`config.mk`:
```
export PLATFORM = sky130hd
export DESIGN_NAME = pct_cell
export DESIGN_NICKNAME = d
export VERILOG_FILES = /design/src/hdl/pct_pkg.sv /design/src/hdl/pct_cell.sv
export SDC_FILE = /design/constraint.sdc
export NUM_CORES = 1
export LEC_CHECK = 0
export ABC_AREA = 1
export BUFFER_PORTS_ARGS = -buffer_cell sky130_fd_sc_hd__buf_2
export CORE_MARGIN = 2
export CORE_UTILIZATION = 45
export CTS_BUF_LIST = sky130_fd_sc_hd__clkbuf_2 sky130_fd_sc_hd__clkbuf_4 sky130_fd_sc_hd__clkbuf_8
export CTS_CLUSTER_SIZE = 24
export DETAILED_ROUTE_END_ITERATION = 7
export MAX_ROUTING_LAYER = met4
export PLACE_DENSITY = 0.77
export SLEW_MARGIN = 20
export SYNTH_ARGS = -nofsm -noshare
export SYNTH_HDL_FRONTEND = slang
export SYNTH_SLANG_ARGS = --single-unit
```
`constraint.sdc`:
```
create_clock -name clk -period 31.3 [get_ports clk]
set_input_delay 7.825 -clock clk [delete_from_list [all_inputs] [get_ports clk]]
set_output_delay 7.825 -clock clk [all_outputs]
set_load 0.02 [all_outputs]
```
`src/hdl/pct_pkg.sv`:
```
package pct_pkg;
  localparam int SlotCountDef = 32;
  localparam int HandleW = 16;
  localparam int TimeW = 64;
  localparam int IvW = 32;
  localparam int StepW = 16;
  localparam logic [9:0] Scale = 10'd1000;

  typedef enum logic [1:0] {
    KIND_TICK   = 2'd0,
    KIND_ADD    = 2'd1,
    KIND_REMOVE = 2'd2,
    KIND_NONE   = 2'd3
  } kind_t;

  typedef enum logic [2:0] {
    ST_IDLE,
    ST_MUL,
    ST_SCAN,
    ST_EMIT,
    ST_DONE
  } state_t;

  // request travelling down the chain of slot cells
  typedef struct packed {
    logic               vld;
    kind_t              kind;
    logic [HandleW-1:0] handle;
    logic [TimeW-1:0]   ivl;
    logic [TimeW-1:0]   now;
    logic               first_free; // set once the add has taken the slot at used_count
    logic               hit;        // duplicate seen or remove done
  } req_t;

  // result of one cell's work
  typedef struct packed {
    logic               fire;
    logic [HandleW-1:0] handle;
  } evt_t;
endpackage

```
`src/hdl/pct_cell.sv`:
```
module pct_cell
  import pct_pkg::*;
(
  input  logic clk,
  input  logic rst_n,
  input  logic step_en,   // this cell steps on the request on req_i this cycle
  input  logic is_tail,   // slot at used_count-1
  input  logic in_use,    // slot below used_count
  input  logic is_free,   // slot at used_count
  input  req_t req_i,
  output req_t req_o,
  output evt_t evt_o,
  output logic shrink_o
);
  logic [HandleW-1:0] hnd_r, hnd_nxt;
  logic act_r, act_nxt;
  logic [TimeW-1:0] ivl_r, ivl_nxt, lf_r, lf_nxt;
  logic match, fire;

  assign match = in_use && hnd_r == req_i.handle && req_i.handle != '0;
  assign fire = in_use && act_r && hnd_r != '0 && (req_i.now - lf_r) >= ivl_r;

  // per-slot update; the firing flag is shown whether or not the cell steps
  always_comb begin
    hnd_nxt = hnd_r; act_nxt = act_r; ivl_nxt = ivl_r; lf_nxt = lf_r;
    req_o = req_i;
    evt_o = '{fire: 1'b0, handle: '0};
    shrink_o = 1'b0;
    if (req_i.vld && req_i.kind == KIND_TICK && fire) evt_o = '{fire: 1'b1, handle: hnd_r};
    if (step_en && req_i.vld) begin
      case (req_i.kind)
        KIND_TICK: begin
          if (fire) lf_nxt = req_i.now;
        end
        KIND_ADD: begin
          if (match) req_o.hit = 1'b1;
          if (is_free && !req_i.hit && !match && req_i.handle != '0) begin
            hnd_nxt = req_i.handle; ivl_nxt = req_i.ivl;
            lf_nxt = req_i.now; act_nxt = 1'b1;
            req_o.first_free = 1'b1;
          end
        end
        KIND_REMOVE: begin
          if (match && !req_i.hit) begin
            hnd_nxt = '0; act_nxt = 1'b0;
            req_o.hit = 1'b1;
            shrink_o = is_tail;
          end
        end
        default: ;
      endcase
    end
  end

  always_ff @(posedge clk) begin
    if (!rst_n) begin
      hnd_r <= '0; act_r <= 1'b0;
    end else begin
      hnd_r <= hnd_nxt; act_r <= act_nxt;
    end
    ivl_r <= ivl_nxt; lf_r <= lf_nxt;
  end
endmodule

```
# Yosys cells after proc, flatten, opt, wreduce, memory -nomap -nowiden
# Cells that the tools add are included.
dict set report op_classes {
  addsub 1
  mul 0
  n_div 0
  magnitude_cmp 1
  n_eq_ne 6
  n_shift 0
  n_mux 19
  bitwise 0
  reduce_logical 22
}
# operator count
set op_table {}
lappend op_table {{2-to-1 mux 64 bit} 2}
lappend op_table {{one-hot mux 64 bit (2 select lines)} 1}
lappend op_table {{greater-or-equal comparator 64 bit} 1}
lappend op_table {{subtractor 64 bit} 1}
lappend op_table {{2-to-1 mux 16 bit} 2}
lappend op_table {{one-hot mux 16 bit (2 select lines)} 1}
lappend op_table {{nonzero test 16 bit} 2}
lappend op_table {{2-to-1 mux 17 bit} 1}
lappend op_table {{== test 16 bit} 1}
lappend op_table {{logical AND 1 bit} 12}
lappend op_table {{2-to-1 mux 1 bit} 9}
lappend op_table {{AND reduction 4 bit} 2}
lappend op_table {{inequality test 2 bit (second input constant)} 3}
lappend op_table {{one-hot mux 1 bit (2 select lines)} 2}
lappend op_table {{nonzero test 2 bit} 2}
lappend op_table {{AND reduction 3 bit} 1}
lappend op_table {{== test 2 x 1 -> 1 bit (second input constant)} 1}
lappend op_table {{== test 2 bit (second input constant)} 1}
lappend op_table {{logical NOT 1 bit} 2}
lappend op_table {{logical NOT 2 bit} 1}
lappend op_table {{2-to-1 mux 2 bit} 1}
dict set report totals {
  regBits 145
  latch_bits 0
  ram_bits 0
  rom_bits 0
  inputBits 155
  out_inout_bits 167
  n_memories 0
}

# Depth between registers and ports, before layout
dict set report logic_depth {
  word_depth 9
  mapped_depth 29
  mapped_depth_nobuf 28
}

# Worst setup path after synthesis
# Ideal clock, no wire load.
dict set report synth_timing {
  path_kind {input -> output}
  from {input port req_i[142] (netlist name)}
  to {output port req_o[1] (netlist name)}
  arrival_ns 13.405
  required_time_ns 23.475
  setup_slack_ns 10.070
  cell_stages 8
  path_cell_list {nor2_1 nand3_1 nor2_1 a21oi_1 nand3_1 nand2_2 nor3_1 or2_2}
}
# item line_no
set synth_rtl {}
lappend synth_rtl {{from (decl)} pct_cell.sv:10} ;# input req_t req_i,
lappend synth_rtl {{to (decl)} pct_cell.sv:11} ;# output req_t req_o,

==> out/results.tsv <==
metric	value	unit
fin_tns_setup	0	ps
max_slew_margin	40.2	%
worstPathRequired	23480	ps
crit_slowest_cell	a21oi_1	
cpPeakStageDelay	420	ps
clock_skew	13.4	ps
timing.final.max_slew_violations	0	
postCtsSetupBuffers	0	
synth_area_leader_cell	edfxtp_1	
dr.pass1.iters	5	
cp-start-kind	primary input	
worst_pin_slew	898	ps
ys_types	40	
grt_pass1_wl	59200	µm
final_cell_mix	346 x nand2_1, 330 x inv_1, 321 x buf_2, 207 x nor2_1, 137 x a21oi_1	
wl_met3	3020	µm
ys_seq_elements	145	
p_sw	185	µW
drive_above_1_share	18.8	%
leakage	0.00700	µW
drtIter0Drc	989	
gp_congestion	1.02	
worstPathArrival	12050	ps
dp_slack	11490	ps
ant_nets	0	
hold_viol_final	0	
post-route-period-util	63.5	%
ys.flop_type	edfxtp_1	
portBuffers	321	
avgSynthCellArea	7.33	µm²
grtUsageTotal	26.3	%
final_common_cell	nand2_1	
die_h	173	µm
min-delay-start	act_r	
yosys_warnings	0	
cp-end-kind	output port	
max_freq	50.3	MHz
start_util	46.1	%
synthesis.nets	2042	
wl_per_cell	16.7	µm
ioPinCount	322	
finalPower	508	µW
cts_resized	0	
path_class	primary input to output port	
setup_ws	11430	ps
root_buffer	clkbuf_8	
vias_per_cell	5.12	
netSwitchingFraction	36.3	%
fp-row-count	61	
combPwrFrac	29.8	%
antenna_found_initial	1	
crit_path_frequent_cell	nand2_1	
drv_cap	0	
h-tree-depth	4	
synthTopCellsByArea	edfxtp_1 30%, ha_1 13%, nand2_1 10%	
timing.rr.start	lf_r[0]	
netlist.area_leader.share	29.9	%
synth_area	12900	µm²
highest_layer	met4	
rsz0062_at_grt	no	
ff_latch_area	4180	µm²
design_area	14200	µm²
final-setup-viol-count	0	
dpl_cell_area	13800	µm²
crit_family	simple AND/OR/NAND/NOR gates	
grt_max_degree	66	
final_nets	2228	
wl_met1	17300	µm
cp-startpoint	req_i[2]	
async_flop_share	0	%
synth_edf_count	128	
numClockSinks	145	
fill_cells	2819	
area_growth_syn_to_layout	10.3	%
numCtsBuffers	17	
min_period	19870	ps
path_clk_slew	90	ps
die_w	173	µm
grt_pass1_vias	11173	
ir_drop	0.0000227	V
cp_max_fo	17	
grt_overflow	0	
timing.hold.ws	489	ps
seq_area_frac_synth	32.5	%
hp-class	flip-flop to flip-flop	
p_clk_share	27.9	%
core	27900	µm²
cts_tree	built	
drc	0	
holdBufCountCts	0	
multiInputGateArea	6290	µm²
p_int	323	µW
vias	11958	
clockBufferDepth	2	
wirelength	39000	µm
netlist_instances	1756	
dieArea	30000	µm²
pwr_density_cell	35.8	nW/µm²
hpwl	33300	µm
seq_power_share	42.3	%
outcome	complete, no violations	
cp.buffers_inverters	5	
clock_latency	480	ps
wl_met2	17800	µm
==> area by class of cell <==
cell class,count,share of cell area (%)
Inverter,333,8.81
Clock inverter,14,0.820
Timing Repair Buffer,323,11.4
Antenna cell,1,0.0176
Multi-Input combinational cell,1122,44.4
Clock buffer,18,1.75
Tap cell,378,3.33
Sequential cell,145,29.5
==> stage by stage <==
stage                     util [%]  cells
after floorplan                  -   1756
after detailed placement      49.5   2301
final                         50.8   2334
after CTS                     50.8   2333
after global routing          50.8   2334
after global placement        49.5   2301
==> routing by layer <==
metal | global-route usage, % | vias to the layer above
met5 | - | -
met1 | 35.1 | 5445
met4 | 7.42 | 0
li1 | - | 5905
met3 | 3.56 | 50
met2 | 41.9 | 558
==> power groups by stage <==
stage	Sequential, µW	Combinational (µW)	Clock [µW]
4_1_cts	215	149	146
6_report	215	152	142
3_3_place_gp	219	147	0
2_1_floorplan	219	105	0
5_1_grt	215	167	154
3_5_place_dp	219	148	0
==> registers in the layout, indices dropped and copies added (netlist names) <==
name,count
act_r,1
ivl_r,64
hnd_r,16
lf_r,64
==> cells in the mapped netlist, types with 2 or more instances <==
cell type / number
nand2_1: 346
inv_1: 330
nor2_1: 207
buf_4: 148
a21oi_1: 138
ha_1: 130
edfxtp_1: 128
o21ai_0: 69
nand3_1: 63
xor2_1: 37
nand4_1: 31
nor3_1: 20
dfxtp_1: 17
o21bai_1: 15
nor4_1: 9
a21o_1: 8
a31oi_1: 8
xnor2_1: 8
o21a_1: 7
o21ai_1: 5
clkbuf_1: 4
buf_2: 3
o211ai_1: 3
a211oi_1: 2
a21boi_0: 2
inv_2: 2
nand2_2: 2
or2_2: 2
==> worst register-to-register path, delay by kind of cell, from the launching register on <==
family                   cells  cell delay [ps]
AO/OA/AOI/OAI                6             1270
adder cells (fa/ha/maj)      3              860
flip-flops                   1              330
buffers and inverters        3              750
AND/OR/NAND/NOR             13             1330
==> cell families (layout without fill, tap and decap cells) <==
family                   after synthesis  count (layout)  synth area share (%)
flip-flops                           145             145                  32.5
AND/OR/NAND/NOR                      687             687                  22.0
other                                  0               1                     0
buffers and inverters                489             688                  18.7
adder cells (fa/ha/maj)              131             131                  12.8
AO/OA/AOI/OAI                        259             259                  10.9
XOR/XNOR                              45              45                  3.06
==> worst paths after layout <==
check | end | slack, ps | depth (start not counted)
hold reg to reg | act_r | 490 | 2
setup reg to reg | lf_r[59] | 26250 | 25
hold / removal | act_r | 490 | 2
setup / recovery | evt_o[10] | 11430 | 27
Power figures use the tool's default switching activity.
